==> src/sv/tpfr_pkg.sv <==
// shared constants and types of the telemetry poll frame receiver
// used by every module of the block; depends on nothing
`default_nettype none

package tpfr_pkg;

	localparam int unsigned PAYLOAD_BYTES = 7;
	localparam int unsigned CNT_W = $clog2(PAYLOAD_BYTES + 1);
	localparam int unsigned IDX_W = $clog2(PAYLOAD_BYTES);
	localparam int unsigned SUM_W = 16;

	localparam logic [7:0] START_BYTE = 8'h7E;
	localparam logic [7:0] ESCAPE_BYTE = 8'h7D;
	localparam logic [7:0] ESCAPE_XOR = 8'h20;
	localparam logic [SUM_W-1:0] SUM_GOOD = 16'h00FF;

	// configuration register indexes
	localparam int unsigned REG_IDX_W = 2;
	localparam logic [REG_IDX_W-1:0] REG_OWN_ID = 2'd0;
	localparam logic [REG_IDX_W-1:0] REG_PEER_ID = 2'd1;
	localparam logic [REG_IDX_W-1:0] REG_CSUM_EN = 2'd2;

	localparam logic [7:0] OWN_ID_RST = 8'd27;
	localparam logic [7:0] PEER_ID_RST = 8'd13;
	localparam logic CSUM_EN_RST = 1'b1;

	typedef struct packed {
		logic hunting;
		logic expect_id;
		logic escape_pending;
		logic [CNT_W-1:0] byte_count;
		logic [SUM_W-1:0] running_sum;
	} rx_state_t;

	typedef struct packed {
		logic [7:0] own_id;
		logic [7:0] peer_id;
		logic csum_en;
	} rx_cfg_t;

	typedef struct packed {
		logic we;
		logic [IDX_W-1:0] idx;
		logic [7:0] data;
	} store_wr_t;

	typedef struct packed {
		logic cts_clear;
		logic cts_set;
		logic emit;
	} rx_event_t;

	localparam rx_state_t STATE_RST = '{
		hunting: 1'b1,
		expect_id: 1'b0,
		escape_pending: 1'b0,
		byte_count: '0,
		running_sum: '0
	};

endpackage

`default_nettype wire

==> src/sv/tpfr_byte_decoder.sv <==
// per-byte decode: resync, sensor id match, unstuffing, sum and frame completion
// combinational; depends on tpfr_pkg
`default_nettype none

module tpfr_byte_decoder (
	input  wire logic [7:0]          line_byte,
	input  wire logic                host_ready,
	input  wire tpfr_pkg::rx_cfg_t   cfg,
	input  wire tpfr_pkg::rx_state_t cur,
	output tpfr_pkg::rx_state_t      nxt,
	output tpfr_pkg::store_wr_t      wr,
	output tpfr_pkg::rx_event_t      evt
);
	import tpfr_pkg::*;

	logic [7:0] c;
	logic [CNT_W-1:0] cnt_inc;
	logic [SUM_W-1:0] sum_add;
	logic [SUM_W-1:0] sum_fold;

	assign c = cur.escape_pending ? (line_byte ^ ESCAPE_XOR) : line_byte;
	assign cnt_inc = cur.byte_count + CNT_W'(1);
	assign sum_add = cur.running_sum + SUM_W'(c);
	assign sum_fold = SUM_W'(sum_add[7:0]) + SUM_W'(sum_add[SUM_W-1:8]);

	always_comb begin
		nxt = cur;
		wr.we = 1'b0;
		wr.idx = cur.byte_count[IDX_W-1:0];
		wr.data = c;
		evt = '0;
		if (line_byte == START_BYTE) begin
			evt.cts_clear = 1'b1;
			nxt.byte_count = '0;
			nxt.expect_id = 1'b1;
			nxt.hunting = 1'b0;
			nxt.escape_pending = 1'b0;
		end else if (!cur.hunting) begin
			if (cur.expect_id) begin
				nxt.expect_id = 1'b0;
				if (line_byte == cfg.own_id && host_ready) begin
					evt.cts_set = 1'b1;
					nxt.hunting = 1'b1;
				end else if (line_byte == cfg.peer_id) begin
					nxt.running_sum = '0;
				end else begin
					nxt.hunting = 1'b1;
				end
			end else if (line_byte == ESCAPE_BYTE) begin
				nxt.escape_pending = 1'b1;
			end else begin
				nxt.escape_pending = 1'b0;
				if (cur.byte_count < CNT_W'(PAYLOAD_BYTES)) begin
					wr.we = 1'b1;
					nxt.byte_count = cnt_inc;
					nxt.running_sum = sum_add;
					if (!cfg.csum_en && cnt_inc == CNT_W'(PAYLOAD_BYTES)) begin
						nxt.hunting = 1'b1;
						evt.emit = 1'b1;
					end
				end else begin
					// trailing checksum byte
					nxt.hunting = 1'b1;
					nxt.running_sum = sum_fold;
					evt.emit = (sum_fold == SUM_GOOD);
				end
			end
		end
	end

endmodule

`default_nettype wire

==> src/sv/tpfr_frame_store.sv <==
// payload byte store with write-through view for the byte being written
// depends on tpfr_pkg
`default_nettype none

module tpfr_frame_store (
	input  wire logic                clk,
	input  wire logic                load,
	input  wire tpfr_pkg::store_wr_t wr,
	output logic [tpfr_pkg::PAYLOAD_BYTES*8-1:0] view
);
	import tpfr_pkg::*;

	logic [7:0] bytes_q [PAYLOAD_BYTES];

	always_ff @(posedge clk) begin
		if (load && wr.we) begin
			bytes_q[wr.idx] <= wr.data;
		end
	end

	always_comb begin
		for (int i = 0; i < PAYLOAD_BYTES; i++) begin
			if (wr.we && wr.idx == IDX_W'(i)) begin
				view[i*8 +: 8] = wr.data;
			end else begin
				view[i*8 +: 8] = bytes_q[i];
			end
		end
	end

endmodule

`default_nettype wire

==> src/sv/telemetry_poll_frame_receiver_core.sv <==
// top level of the telemetry poll frame receiver: input stage, decode, result register
// depends on tpfr_pkg, tpfr_byte_decoder and tpfr_frame_store
//
// channel  | dir | tdata bits (lowest first)                         | tuser
// s_axis   | in  | line_byte[7:0], host_ready[8], pad to 16           | -
// m_axis   | out | cts_clear[0], cts_set[1], frame_kind[9:2],         | frame_valid
//          |     | value_ident[25:10], value_word[57:26], pad to 64   |
// cfg      | in  | wr_en, wr_index (0 own id, 1 peer id, 2 csum en), wr_data
//
// one word in, one word out; sustained rate one word per cycle while m_tready stays high
// data path: input register, then decode into the result register
// arst_n clears the receiver to hunting for a start byte and loads register defaults
// a stalled result holds the result register; the input stage still takes one word,
// and s_tready drops only while both stages are full
`default_nettype none

module telemetry_poll_frame_receiver_core (
	input  wire logic        clk,
	input  wire logic        arst_n,
	input  wire logic        s_tvalid,
	output logic             s_tready,
	input  wire logic [15:0] s_tdata,   // line_byte, host_ready
	output logic             m_tvalid,
	input  wire logic        m_tready,
	output logic [63:0]      m_tdata,   // cts_clear, cts_set, frame_kind, value_ident, value_word
	output logic             m_tuser,   // frame_valid
	input  wire logic        wr_en,
	input  wire logic [tpfr_pkg::REG_IDX_W-1:0] wr_index,
	input  wire logic [7:0]  wr_data
);
	import tpfr_pkg::*;

	// configuration registers
	rx_cfg_t cfg_q;

	always_ff @(posedge clk or negedge arst_n) begin
		if (!arst_n) begin
			cfg_q.own_id <= OWN_ID_RST;
			cfg_q.peer_id <= PEER_ID_RST;
			cfg_q.csum_en <= CSUM_EN_RST;
		end else if (wr_en) begin
			case (wr_index)
				REG_OWN_ID: cfg_q.own_id <= wr_data;
				REG_PEER_ID: cfg_q.peer_id <= wr_data;
				REG_CSUM_EN: cfg_q.csum_en <= wr_data[0];
				default: ; // unknown index, write dropped
			endcase
		end
	end

	// input stage
	logic       valid_s1;
	logic [7:0] byte_s1;
	logic       ready_s1;
	logic       load;

	// the result register takes the staged word when it is empty or being drained
	assign load = valid_s1 && (!m_tvalid || m_tready);
	assign s_tready = !valid_s1 || load;

	always_ff @(posedge clk or negedge arst_n) begin
		if (!arst_n) begin
			valid_s1 <= 1'b0;
		end else if (s_tready) begin
			valid_s1 <= s_tvalid;
		end
	end

	always_ff @(posedge clk) begin
		if (s_tready && s_tvalid) begin
			byte_s1 <= s_tdata[7:0];
			ready_s1 <= s_tdata[8];
		end
	end

	// receiver state, advanced once per decoded word
	rx_state_t state_q;
	rx_state_t state_nxt;
	store_wr_t store_wr;
	rx_event_t evt;
	logic [PAYLOAD_BYTES*8-1:0] frame_view;

	tpfr_byte_decoder u_dec (
		.line_byte  (byte_s1),
		.host_ready (ready_s1),
		.cfg        (cfg_q),
		.cur        (state_q),
		.nxt        (state_nxt),
		.wr         (store_wr),
		.evt        (evt)
	);

	tpfr_frame_store u_store (
		.clk  (clk),
		.load (load),
		.wr   (store_wr),
		.view (frame_view)
	);

	always_ff @(posedge clk or negedge arst_n) begin
		if (!arst_n) begin
			state_q <= STATE_RST;
		end else if (load) begin
			state_q <= state_nxt;
		end
	end

	// result register; frame fields read zero unless a frame is delivered
	logic [63:0] result_data;

	always_comb begin
		result_data = '0;
		result_data[0] = evt.cts_clear;
		result_data[1] = evt.cts_set;
		if (evt.emit) begin
			result_data[57:2] = frame_view;
		end
	end

	always_ff @(posedge clk or negedge arst_n) begin
		if (!arst_n) begin
			m_tvalid <= 1'b0;
		end else if (load) begin
			m_tvalid <= 1'b1;
		end else if (m_tready) begin
			m_tvalid <= 1'b0;
		end
	end

	always_ff @(posedge clk) begin
		if (load) begin
			m_tdata <= result_data;
			m_tuser <= evt.emit;
		end
	end

`ifndef SYNTHESIS
	// no frame fields without a delivered frame
	a_fields_zero: assert property (@(posedge clk) disable iff (!arst_n)
		m_tvalid && !m_tuser |-> m_tdata[57:2] == '0)
		else $error("frame fields set without frame_valid");

	// a delivered frame, a start byte and our slot are mutually exclusive
	a_events_excl: assert property (@(posedge clk) disable iff (!arst_n)
		m_tvalid |-> $countones({m_tdata[0], m_tdata[1], m_tuser}) <= 1)
		else $error("conflicting events in one result word");

	// after a frame is delivered the receiver hunts for the next start byte
	a_hunt_after_frame: assert property (@(posedge clk) disable iff (!arst_n)
		load && evt.emit |=> state_q.hunting)
		else $error("receiver not hunting after frame");

	// a staged word is never dropped while the result side stalls
	a_stage_hold: assert property (@(posedge clk) disable iff (!arst_n)
		valid_s1 && !load |=> valid_s1 && $stable(byte_s1))
		else $error("staged word lost during stall");
`endif

endmodule

`default_nettype wire

==> config.mk <==
export PLATFORM = sky130hd
export DESIGN_NAME = telemetry_poll_frame_receiver_core
export DESIGN_NICKNAME = d
export VERILOG_FILES = /design/src/sv/tpfr_pkg.sv /design/src/sv/tpfr_byte_decoder.sv /design/src/sv/tpfr_frame_store.sv /design/src/sv/telemetry_poll_frame_receiver_core.sv
export SDC_FILE = /design/constraint.sdc
export NUM_CORES = 1
export LEC_CHECK = 0
export ABC_AREA = 1
export BUFFER_PORTS_ARGS = -buffer_cell sky130_fd_sc_hd__buf_2
export CORE_UTILIZATION = 60
export DETAILED_ROUTE_END_ITERATION = 16
export PLACE_DENSITY = 0.82
export SLEW_MARGIN = 30
export SYNTH_ARGS = -nofsm -noshare
export SYNTH_HDL_FRONTEND = slang
export SYNTH_SLANG_ARGS = --single-unit
==> constraint.sdc <==
create_clock -name clk -period 6.3 [get_ports clk]
set_clock_uncertainty 0.1 [all_clocks]
set_input_delay 0.315 -clock clk [delete_from_list [all_inputs] [get_ports clk]]
set_output_delay 0.315 -clock clk [all_outputs]
set_load 0.02 [all_outputs]
# Word-level counts from Yosys, hierarchy flattened
# Memory sizes are Yosys's and may differ from the RTL's. A register that Yosys moved wholly into a read port is not among the register bits.
# Cells that the tools add are included.
# classes
n_mux	33
n_lt_le_gt_ge	1
n_eq_ne	14
bitwise	4
n_reduce_logical	28
n_addsub	3
# ops
cell	n
two-way mux 16 bit	4
two-way mux 1 bit	23
two-way mux 22 bit	1
two-way mux 19 bit	1
adder 16 x 8 -> 16 bit	1
== test 16 x 8 -> 1 bit (second input constant)	1
== test 8 x 7 -> 1 bit (second input constant)	2
== test 8 bit	2
two-way mux 6 bit	2
logical NOT 1 bit	10
adder 8 x 8 -> 9 bit	1
!= test 2 x 1 -> 1 bit (second input constant)	4
AND reduction 2 bit	4
AND reduction 6 bit	1
logical AND 1 bit	5
AND reduction 5 bit	1
two-way mux 4 bit	1
!= test 2 bit (second input constant)	2
NOT 1 bit	4
nonzero test 2 bit	2
adder 3 x 1 -> 3 bit (second input constant)	1
== test 3 bit (second input constant)	1
< comparator 3 bit (second input constant)	1
two-way mux 3 bit	1
6 further kinds	7
# word_totals
output_inout_bits	67
elab_cells	99
inputBits	31
ramBits	56
mem_count	1
regBits	53
# mem_list
memory	words	word_bits	read_ports	rd_clocked_by_memory_dff	write_ports	line_no	rtl
u_store.bytes_q	7	8	7	7	1	tpfr_frame_store.sv:13	logic [7:0] bytes_q [PAYLOAD_BYTES];

# Longest topological paths before layout
# Gate-level depths: netlist (run 1).
# logic_depth
ltp_word	11
depth_mapped	25

# By module
# A second synthesis (run 1) with hierarchy kept.
# hier_totals
cells_unflattened	1070
area_unflattened_um2	9044.9
# modules_own_cells
module	instances	seq_area_each_um2	cells_per_inst	area_per_inst_um2
telemetry_poll_frame_receiver_core	1	3079.2	375	4229.1
tpfr_frame_store	1	1681.6	261	2586.2
tpfr_byte_decoder	1	0.0	434	2229.6

# Least setup slack after synthesis (run 1)
# No wires, ideal clock.
# synth_path
path_type	register -> register
startpoint	reg byte_s1[0]
endpoint	reg m_tdata[10], read port of u_store.bytes_q, data pin
synth_period_minus_slack_ns	3.778
stages_incl_launch_ff	22
arrival_time_ns	3.426
path_slack_ns	2.522
setup_time_ns	0.252
path_cell_list	edfxtp_1 > ha_1 > inv_1 > fa_1 > o21ai_0 > nand2_1 > nand3_1 > xor2_1 > ha_1 > inv_1 > fa_1 > inv_1 > nand3_1 > nand2_1 > nand4_1 > o211ai_1 > nand2_1 > and2_4 > nand2_4 > buf_12 > buf_12 > nor2_4
# synth_between
elab_chain_len	10
elab_cells_between_ends	12
classes_between	2 x add/sub; 3 x eq/ne; 6 x mux; 1 x reduce/logical
# synth_lines
element	line_no	rtl
from (decl)	telemetry_poll_frame_receiver_core.sv:53	logic [7:0] byte_s1;
from (signal assigned)	telemetry_poll_frame_receiver_core.sv:71	byte_s1 <= s_tdata[7:0];
two-way mux 6 bit	tpfr_byte_decoder.sv:21	assign c = cur.escape_pending ? (line_byte ^ ESCAPE_XOR) : line_byte;
adder 16 x 8 -> 16 bit	tpfr_byte_decoder.sv:23	assign sum_add = cur.running_sum + SUM_W'(c);
adder 8 x 8 -> 9 bit	tpfr_byte_decoder.sv:24	assign sum_fold = SUM_W'(sum_add[7:0]) + SUM_W'(sum_add[SUM_W-1:8]);
== test 16 x 8 -> 1 bit	tpfr_byte_decoder.sv:65	evt.emit = (sum_fold == SUM_GOOD);
two-way mux 1 bit	tpfr_byte_decoder.sv:53	if (cur.byte_count < CNT_W'(PAYLOAD_BYTES)) begin
two-way mux 1 bit	tpfr_byte_decoder.sv:49	end else if (line_byte == ESCAPE_BYTE) begin
two-way mux 1 bit	tpfr_byte_decoder.sv:39	if (cur.expect_id) begin
two-way mux 1 bit	tpfr_byte_decoder.sv:38	end else if (!cur.hunting) begin
two-way mux 1 bit (*)	tpfr_byte_decoder.sv:32	if (line_byte == START_BYTE) begin
logical NOT 1 bit (no line) (*)	--	
to (decl)	telemetry_poll_frame_receiver_core.sv:25	output logic [63:0] m_tdata,
# Every way passes the cells marked *; elsewhere a longest branch is shown, timed or not.
# A chain may end at the register's enable or synchronous reset.

# Final worst setup path (run 1)
# layout_path
startpoint	reg byte_s1[0]
endpoint	reg m_tdata[20], read port of u_store.bytes_q, data pin
# The elaborated chain is that of the path after synthesis.

==> results of run 1 <==
-- metal layers --
metal	up-vias	routed length [um]
li1	2587	-
met4	0	245
met1	2467	6168
met3	23	783
met2	170	7284
met5	-	0
-- layout by cell type (no fill, tap or decap), types with 14 or more instances in the layout --
master     instances
edfxtp_1         124
nor2_1            57
ha_1              19
nor2_4            29
nand3_1           28
nand2_1          162
buf_2             83
o21ai_0           26
a21oi_1           14
clkbuf_16         17
inv_1            131
dfrtp_1           32
-- worst register-to-register path, stage by stage, from the launching register on --
cell and delay [ns]:
edfxtp_1 0.64, ha_1 0.25, inv_1 0.05, fa_1 0.40
o21ai_0 0.39, nand2_1 0.10, nand3_1 0.19, xor2_1 0.26
ha_1 0.27, inv_1 0.07, fa_1 0.38, inv_1 0.10
nand3_1 0.09, nand2_1 0.12, nand4_1 0.11, o211ai_1 0.12
nand2_1 0.10, and2_4 0.16, nand2_4 0.23, buf_12 0.39
nor2_1 0.10
-- power by group through the flow --
| stage | Sequential [W] | Combinational, W | Clock (W) |
|---|---|---|---|
| 2_1_floorplan | 0.00137 | 0.000117 | 0 |
| 3_3_place_gp | 0.00132 | 0.000251 | 0 |
| 3_5_place_dp | 0.00132 | 0.000256 | 0 |
| 4_1_cts | 0.00130 | 0.000262 | 0.000983 |
| 5_1_grt | 0.00130 | 0.000291 | 0.00103 |
| 6_report | 0.00130 | 0.000260 | 0.000969 |
-- final timing paths --
kind	startpoint	to	cells past startpoint
worst max-delay path	byte_s1[0]	m_tdata[20]	20
worst min-delay path	s_tvalid	valid_s1	3
worst max register to register	byte_s1[0]	m_tdata[20]	20
worst min register to register	state_q[6]	state_q[6]	2
max in group asynchronous	arst_n	cfg_q[3]	2
min in group asynchronous	arst_n	state_q[10]	2
-- logic make-up after synthesis --
| family | synth area share |
|---|---|
| xor+xnor | 0.02197 |
| compound gates | 0.04458 |
| buf+inv | 0.09058 |
| flops | 0.6015 |
| simple gates | 0.2058 |
| fa+ha+maj | 0.03509 |
| other cells | 0.0004738 |
-- flip-flops by register name, indices dropped and copies added (netlist names) --
signal,count
valid_s1,1
u_store.bytes_q,56
m_tvalid,1
state_q,22
byte_s1,8
cfg_q,17
m_tdata,58
ready_s1,1
m_tuser,1
-- cell type report --
cell class                 count  area [sq um]  area share
multi-input combinational    428          2461      0.2709
inverter                     140         526.8     0.05797
sequential                   165          4761      0.5240
timing repair buffer          98         565.5     0.06224
tap                          172         215.2     0.02368
clock inverter                14         127.6     0.01405
clock buffer                  18         429.2     0.04723
-- metrics by stage --
| step | cells | worst slack (ns) | hold WS, ns |
|---|---|---|---|
| after CTS | 1035 | 1.435 | 0.003592 |
| after global placement | 993 | 1.608 | 0.3604 |
| after global routing | 1035 | 1.082 | 0.01708 |
| final | 1035 | 1.422 | 0.01741 |
| after detailed placement | 993 | 1.513 | 0.3737 |
| after floorplan | 753 | 2.522 | -0.08059 |
==> qor.yml, run 1 <==
outcome: "completed"
grt_pass1_wl_um: 23600
drt-total-wl_um: 14480
grt_antenna_before_repair: 0
met1_usage: 0.2860
path_class: "reg2reg"
hold_viol: 0
io_buffers: 84
irDropWorstVdd_mv: 0.1951
first_global_vias: 4999
path_cells: "ha_1 > inv_1 > fa_1 > o21ai_0 > nand2_1 > nand3_1 > xor2_1 > ha_1 > inv_1 > fa_1 > inv_1 > nand3_1 > nand2_1 > nand4_1 > o211ai_1 > nand2_1 > and2_4 > nand2_4 > buf_12 > nor2_1"
yosysTopAreaCell: "edfxtp_1"
hpwl_um: 9927
clockBufferDepth: 2
die_x_um: 116.9
totalNegativeSetupSlack_ns: 0
drv_cap: 0
synth_seq_cells: 165
grtUsageMet3: 0.05252
wl_per_cell_um: 13.99
ant_nets: 0
post_cts_buffers: 0
drc_errors: 0
final_core_util: 0.7142
first_pass_iters: 4
hp-class: "in2reg"
cts_tree: "built"
drt_iter0_markers: 396
layout-area-overhead-vs-synth_pct: 14.80
cts-resized-gates: 0
slew_headroom: 0.3910
path_clk_slew_ns: 0.06
p_int_w: 0.001886
slew_violations: 0
core_area_sq_mm: 0.01272
synthTopCellsByCount: "nand2_1 (162), inv_1 (131), edfxtp_1 (124)"
rsz0062_at_grt: "no"
rows: 41
fin_nets: 902
max_stage_delay_ns: 0.64
grt_busiest_layer: "met2"
grt.total_usage: 0.2356
path_buf_inv: 4
synthMostInstantiatedCell: "nand2_1"
synthTopCellsByArea: "edfxtp_1 (47%), dfrtp_1 (10%), nand2_1 (7.7%)"
grt_max_degree: 62
vias: 5247
cts-root-buf: "clkbuf_16"
comb_power_share: 0.103
crit_required_ns: 6.36
crit_path_top_delay_cell: "edfxtp_1"
place.gp.congestion: 0.9256
placed_cell_area_sq_mm: 0.008427
crit_path_end_kind: "register"
ys_warn_count: 0
min_period_over_period: 0.7744
diodes: 0
power_frac_clock: 0.384
finalPower_w: 0.002526
critPathTopFamily: "adder cells"
avgSynthCellArea_sq_um: 10.58
synth_edf_count: 124
power.leakage_nw: 4.184
die_height_um: 116.9
async_flop_share: 0.2485
met2_usage: 0.4047
worst-r2r-setup-slack_ns: 1.42
cp.arrival_ns: 4.94
p_sw_w: 0.0006400
pin_count: 98
startpoint_type: "register"
grt_overflow_total: 0
setup-violations-final: 0
numCtsBuffers: 17
nFillCells: 882
viasPerCell: 5.070
synth_area_sq_mm: 0.007915
design_area_sq_mm: 0.009086
pwr-share-seq: 0.514
synth_cell_types: 45
clkSinkCount: 165
min_period_ns: 4.878
drive_gt1_frac: 0.2225
clock_latency_ns: 0.43
worstMarginPinSlew_ns: 0.9109
die_area_sq_mm: 0.01366
htreeDepth: 4
initial_core_util: 0.6221
worstPathMaxFanout: 36
max_freq_mhz: 205.0
yosysSeqAreaShare: 0.6015
synthDominantCellAreaShare: 0.4704
synthFlopType: "edfxtp_1"
p_sw_frac: 0.2533
syn_inst: 748
ctsHoldBuffers: 10
powerDensity_mw_per_mm2: 278.0
Note: power is estimated with default switching activity, not from simulation.
==> inputs of run 2 (changes only) <==
--- a/config.mk
+++ b/config.mk
@@ -7,9 +7,9 @@
 export LEC_CHECK = 0
 export ABC_AREA = 1
 export BUFFER_PORTS_ARGS = -buffer_cell sky130_fd_sc_hd__buf_2
-export CORE_UTILIZATION = 60
+export CORE_UTILIZATION = 58
 export DETAILED_ROUTE_END_ITERATION = 16
-export PLACE_DENSITY = 0.82
+export PLACE_DENSITY = 0.8
 export SLEW_MARGIN = 30
 export SYNTH_ARGS = -nofsm -noshare
 export SYNTH_HDL_FRONTEND = slang
==> constraint.sdc (replaced) <==
create_clock -name clk -period 4.7 [get_ports clk]
set_clock_uncertainty 0.1 [all_clocks]
set_input_delay 0.235 -clock clk [delete_from_list [all_inputs] [get_ports clk]]
set_output_delay 0.235 -clock clk [all_outputs]
set_load 0.02 [all_outputs]
==> run 2 against run 1 <==
Combinational power up 44%; utilization down 1.5 points; register-to-register slack worse by 1.1 ns; via count up 0.53%; worst setup slack worse by 1.1 ns; first-iteration DRC count down 13%; non-clock buffer count up 21; critical path type unchanged.
==> qor.yml, run 2 (synthesis results as in run 1) <==
outcome: "completed"
path_class: "reg2reg"
grt_pass1_wl_um: 24270
final_core_util: 0.6995
r2r-start: "byte_s1[5]"
pwr-share-seq: 0.505
holdPathEnd: "cfg_q[0]"
critPathTopFamily: "adder cells"
grt_max_degree: 62
worst-r2r-setup-slack_ns: 0.36
ant_nets: 0
place_ws_ns: 0.3151
p_int_w: 0.002588
initial_core_util: 0.5953
crit_path_end_kind: "register"
largest_reg_flops: 58
p_sw_frac: 0.2433
grt_antenna_before_repair: 0
pin_count: 98
drc_errors: 0
worstHoldStart: "wr_index[0]"
fin_ws_ns: 0.3640
ff2ff_path_depth: 21
wl_per_cell_um: 13.90
power.leakage_nw: 4.290
clkSinkCount: 165
worstPathMaxFanout: 19
slew_headroom: 0.3751
grt_overflow_total: 0
path_cells: "xnor2_1 > inv_2 > ha_1 > inv_1 > o21bai_1 > nand2_1 > nand3_1 > xor2_1 > ha_1 > inv_1 > fa_1 > inv_1 > nand3_1 > nand2_1 > nand4_1 > o211ai_1 > nand2_1 > and2_4 > nand2_4 > buf_12 > inv_2"
grt.total_usage: 0.2280
clock_latency_ns: 0.43
drv_cap: 0
post_cts_buffers: 0
io_buffers: 84
holdPathStages: 4
drive_gt1_frac: 0.2229
die_area_sq_mm: 0.01412
vias: 5275
fin_nets: 923
power_frac_clock: 0.386
worstMarginPinSlew_ns: 0.9345
cts_tree: "built"
rows: 42
path_buf_inv: 6
regMostFlops: "m_tdata"
path_clk_slew_ns: 0.06
totalNegativeSetupSlack_ns: 0
core_area_sq_mm: 0.01330
comb_power_share: 0.110
largestRegisters: "m_tdata: 58 flops, u_store.bytes_q: 56 flops, state_q: 22 flops"
hold_viol: 0
drt_iter0_markers: 345
crit_path_top_delay_cell: "edfxtp_1"
slew_violations: 0
cts-root-buf: "clkbuf_16"
clockBufferDepth: 2
layout-area-overhead-vs-synth_pct: 17.50
crit_required_ns: 4.78
die_height_um: 118.8
hpwl_um: 9970
numCtsBuffers: 17
diodes: 0
first_global_vias: 5125
startpoint: "byte_s1[5]"
powerDensity_mw_per_mm2: 367.8
startpoint_type: "register"
rsz0062_at_grt: "no"
p_sw_w: 0.0008324
irDropWorstVdd_mv: 0.3460
viasPerCell: 4.976
final_common_cell: "nand2_1"
max_freq_mhz: 230.6
hp-class: "in2reg"
max_stage_delay_ns: 0.51
drt-total-wl_um: 14730
min_period_over_period: 0.9226
first_pass_iters: 5
die_x_um: 118.8
htreeDepth: 4
r2r_end: "m_tuser"
cp.arrival_ns: 4.41
min_period_ns: 4.336
layout_common_cells: "nand2_1 (162), inv_1 (130), edfxtp_1 (124)"
setup-violations-final: 0
place.gp.congestion: 0.8489
## run 2: cell types whose count changed in the layout (fill, tap and decap cells not counted), moves of 2 or more
cell and change:
clkinvlp_4 -3, buf_4 +7, clkinv_1 +2, clkbuf_1 +2, dlygate4sd3_1 +13
## run 2: how the worst max path moves through the flow
| stage | end | depth (start not counted) | slack (ns) |
|---|---|---|---|
| CTS | m_tdata[15] | 21 | 0.30 |
| global placement | m_tuser | 21 | 0.35 |
| detailed placement | m_tuser | 21 | 0.32 |
| floorplan | m_tdata[10] | 21 | 0.92 |
| finish | m_tuser | 21 | 0.36 |
| global route | m_tuser | 21 | 0.01 |
## run 2: power by group through the flow
stage	registers, W	logic (W)	clock network, W
CTS	0.00173	0.000376	0.00133
global placement	0.00175	0.000353	0
detailed placement	0.00176	0.000357	0
global route	0.00174	0.000412	0.00139
finish	0.00173	0.000375	0.00132
floorplan	0.00183	0.000157	0
## run 2: worst register-to-register path, cell delays in order (launching register included)
cell and delay, ns:
edfxtp_1 0.51, xnor2_1 0.28, inv_2 0.16, ha_1 0.35
inv_1 0.06, o21bai_1 0.21, nand2_1 0.07, nand3_1 0.16
xor2_1 0.28, ha_1 0.25, inv_1 0.06, fa_1 0.38
inv_1 0.10, nand3_1 0.10, nand2_1 0.11, nand4_1 0.08
o211ai_1 0.10, nand2_1 0.09, and2_4 0.15, nand2_4 0.16
buf_12 0.27, inv_2 0.06
## run 2: routing by layer
layer / up-vias / routed length (um) / part of all wire / global-route usage
met3: 23 / 737 / 0.050 / 0.05364
met4: 0 / 372 / 0.025 / 0.09098
li1: 2628 / - / - / -
met5: - / 0 / 0 / 0
met1: 2468 / 6028 / 0.41 / 0.2769
met2: 156 / 7594 / 0.52 / 0.3929
## run 2: final cells by class
class / instances / area (sq um)
clock inverter: 12 / 126.4
sequential: 165 / 4761
timing repair buffer: 119 / 768.2
multi-input combinational: 428 / 2461
fill: 908 / 3995
tap: 176 / 220.2
clock buffer: 20 / 436.7
inverter: 140 / 526.8
## run 2: timing repair
action,CTS,global route
gates resized for setup,0,1
endpoints found under the setup margin,0,48
endpoints found under the hold margin,60,0
hold buffers,23,0
## run 2: through the flow
stage | cells | hold slack (ns) | area (sq um) | power [W]
floorplan | 753 | -0.1606 | 7934 | 0.001989
global placement | 1005 | 0.3094 | 8499 | 0.002108
detailed placement | 1005 | 0.3131 | 8504 | 0.002114
CTS | 1060 | 0.003844 | 9298 | 0.003435
global route | 1060 | 0.04363 | 9300 | 0.003534
finish | 1060 | 0.02632 | 9300 | 0.003421
==> inputs of run 3 (changes only) <==
--- a/config.mk
+++ b/config.mk
@@ -7,10 +7,11 @@
 export LEC_CHECK = 0
 export ABC_AREA = 1
 export BUFFER_PORTS_ARGS = -buffer_cell sky130_fd_sc_hd__buf_2
-export CORE_UTILIZATION = 58
+export CORE_UTILIZATION = 59
 export DETAILED_ROUTE_END_ITERATION = 16
 export PLACE_DENSITY = 0.8
 export SLEW_MARGIN = 30
 export SYNTH_ARGS = -nofsm -noshare
 export SYNTH_HDL_FRONTEND = slang
+export SYNTH_HIERARCHICAL = 1
 export SYNTH_SLANG_ARGS = --single-unit
==> run 3 against run 2 <==
Largest cell class unchanged; maximum frequency rose by 6.1%; via count grew 36%; critical endpoint is now m_tdata[23]; worst hold slack better by 0.018 ns; critical path depth grew 2; synthesized cell count increased by 43%; global-route usage up 3.9 points; register-to-register slack improved by 0.25 ns; utilization fell by 0.073 points.
==> qor.yml, run 3 <==
setup-violations-final: 0
place.gp.congestion: 0.9354
synth_mux_area_frac: 0
power_frac_clock: 0.229
totalNegativeSetupSlack_ns: 0
die_area_sq_mm: 0.01583
wl_per_cell_um: 14.40
grt_pass1_wl_um: 32870
first_pass_iters: 6
power.leakage_nw: 5.293
min_period_ns: 4.085
p_sw_frac: 0.4072
hpwl_um: 12690
grt.total_usage: 0.2675
final_core_util: 0.6988
cts-root-buf: "clkbuf_16"
synth_adder_area_share: 0.03071
grt_overflow_total: 0
viasPerCell: 5.257
r2r-start: "byte_s1[5]"
clkSinkCount: 165
die_x_um: 125.8
grt_antenna_before_repair: 0
synthMostInstantiatedCell: "nand2_1"
syn_inst: 1070
ff2ff_path_depth: 23
synth_area_sq_mm: 0.009045
ys_warn_count: 6
initial_core_util: 0.6130
largest_reg_flops: 58
die_height_um: 125.8
yosysTopAreaCell: "edfxtp_1"
largestRegisters: "m_tdata: 58 flops, u_store/bytes_q: 56 flops, state_q: 22 flops"
ant_nets: 0
worst-r2r-setup-slack_ns: 0.61
synth_compound_area_frac: 0.02338
startpoint_type: "register"
clock_latency_ns: 0.44
synth_edf_count: 124
post_cts_buffers: 0
hold_viol: 0
yosysSeqAreaShare: 0.5264
synth_top_family_by_area: "simple AND/OR/NAND/NOR gates"
layout_common_cells: "nand2_1 (437), edfxtp_1 (124), nand3_1 (121)"
synth-simple-area-share: 0.3183
drv_cap: 0
core_area_sq_mm: 0.01475
outcome: "completed"
max_stage_delay_ns: 0.46
whs_ns: 0.04422
avgSynthCellArea_sq_um: 8.453
path_clk_slew_ns: 0.06
synthTopCellsByArea: "edfxtp_1 (41%), nand2_1 (18%), dfrtp_1 (8.9%)"
first_global_vias: 6678
crit_path_end_kind: "register"
crit_path_top_delay_cell: "edfxtp_1"
htreeDepth: 4
async_flop_share: 0.2485
fin_nets: 1223
synthTopCellsByCount: "nand2_1 (437), edfxtp_1 (124), nand3_1 (121)"
synthDominantCellAreaShare: 0.4117
synth_seq_cells: 165
worstPathMaxFanout: 57
crit_required_ns: 4.90
io_buffers: 84
path_class: "reg2reg"
comb_power_share: 0.415
slew_violations: 0
synth_cell_types: 43
hp-class: "in2reg"
pwr-share-seq: 0.356
slew_headroom: 0.3767
drc_errors: 0
pin_count: 98
regMostFlops: "m_tdata"
drive_gt1_frac: 0.1436
r2r_end: "m_tdata[23]"
cpMostUsedCell: "nand2_1"
powerDensity_mw_per_mm2: 566.0
rsz0062_at_grt: "no"
numCtsBuffers: 17
clockBufferDepth: 2
final_common_cell: "nand2_1"
synth_xor_area_frac: 0.01646
grt_max_degree: 60
min_period_over_period: 0.8692
vias: 7191
rows: 44
max_freq_mhz: 244.8
path_cells: "xor2_1 > buf_4 > ha_1 > nand2_1 > inv_1 > nand3_1 > nand2_1 > nand2_1 > nand3_1 > and2_1 > ha_1 > a21oi_1 > nand2_1 > nand2_1 > nand2_1 > nand2_1 > nand2_1 > nor2_1 > nand2_1 > a21oi_4 > buf_12 > nand2_1 > inv_1"
worstMarginPinSlew_ns: 0.9350
startpoint: "byte_s1[5]"
cts_tree: "built"
drt-total-wl_um: 19690
irDropWorstVdd_mv: 0.3408
layout-area-overhead-vs-synth_pct: 13.99
diodes: 0
cp.arrival_ns: 4.29
p_int_w: 0.003460
synthFlopType: "edfxtp_1"
p_sw_w: 0.002376
timing.critical_path.to: "m_tdata[23]"
drt_iter0_markers: 719
## run 3: changes by cell type in the layout (fill, tap and decap cells not counted), moves of 5 or more
cell     change
xor2_1       +6
nor2_4      -22
inv_1       -13
and2_1       +9
xnor2_1      -7
nand3_1     +93
nand2_1    +275
o21ai_1     -12
nand4_1      +8
nor2_1      -16
o21ai_0     -13
or2_2        -5
## run 3: how the worst min path moves through the flow
stage,endpoint,depth (start not counted),slack [ns],start
3_3_place_gp,byte_s1[4],1,0.31,s_tdata[4]
2_1_floorplan,cfg_q[11],0,-0.16,arst_n
4_1_cts,valid_s1,4,0.01,m_tready
6_report,valid_s1,4,0.04,m_tready
3_5_place_dp,byte_s1[2],1,0.31,s_tdata[2]
5_1_grt,cfg_q[3],3,0.08,wr_index[0]
## run 3: repair_timing
item	4_1_cts	5_1_grt
resized for setup	0	0
hold endpoints to repair	59	0
endpoints found under the setup margin	0	0
hold buffers	20	0
## run 3: power groups by stage
stage	Combinational, W	Clock [W]	Sequential (W)
2_1_floorplan	0.00177	0	0.00216
3_3_place_gp	0.00230	0	0.00209
3_5_place_dp	0.00235	0	0.00210
4_1_cts	0.00240	0.00135	0.00207
5_1_grt	0.00274	0.00141	0.00211
6_report	0.00242	0.00134	0.00208
## run 3: kinds of logic (layout without fill, tap and decap cells)
| kind of cell | count (synthesis) | in the layout |
|---|---|---|
| adder cells (fa/ha/maj) | 21 | 21 |
| XOR/XNOR | 17 | 17 |
| flip-flops | 165 | 165 |
| AO/OA/AOI/OAI | 37 | 37 |
| other | 1 | 6 |
| buffers and inverters | 166 | 275 |
| AND/OR/NAND/NOR | 663 | 663 |
## run 3: per-layer routing
layer,wire length (um),vias to the layer above,track usage
met3,1556,39,0.05353
met5,0,-,0
met4,466,0,0.1028
met2,9344,302,0.4333
met1,8327,3209,0.3578
li1,-,3641,-
## run 3: final cells by class
| class | instances | area [sq um] |
|---|---|---|
| Tap cell | 184 | 230.2 |
| Multi-Input combinational cell | 744 | 3551 |
| Timing Repair Buffer | 116 | 725.7 |
| Fill cell | 1125 | 4444 |
| Sequential cell | 165 | 4761 |
| Inverter | 127 | 479.2 |
| Clock buffer | 19 | 432.9 |
| Clock inverter | 13 | 130.1 |
## run 3: worst max-delay path, delay by kind of cell, from the launching register on
kind / cells / cell delay [ns]
DFF: 1 / 0.46
xor gates and xnor gates: 1 / 0.27
adders and majority gates: 2 / 0.62
and+or+nand+nor: 14 / 1.48
AOI/OAI and AO/OA: 2 / 0.35
buffers and inverters: 4 / 0.64
## run 3: through the flow
stage          worst slack [ns]  std cells  total power (W)  cell area [sq um]
2_1_floorplan            0.6559       1075         0.003932               9064
3_3_place_gp             0.7632       1316         0.004392               9544
3_5_place_dp             0.7207       1316         0.004456               9544
4_1_cts                  0.6844       1368         0.005824              10310
5_1_grt                  0.3143       1368         0.006264              10310
6_report                 0.6148       1368         0.005836              10310
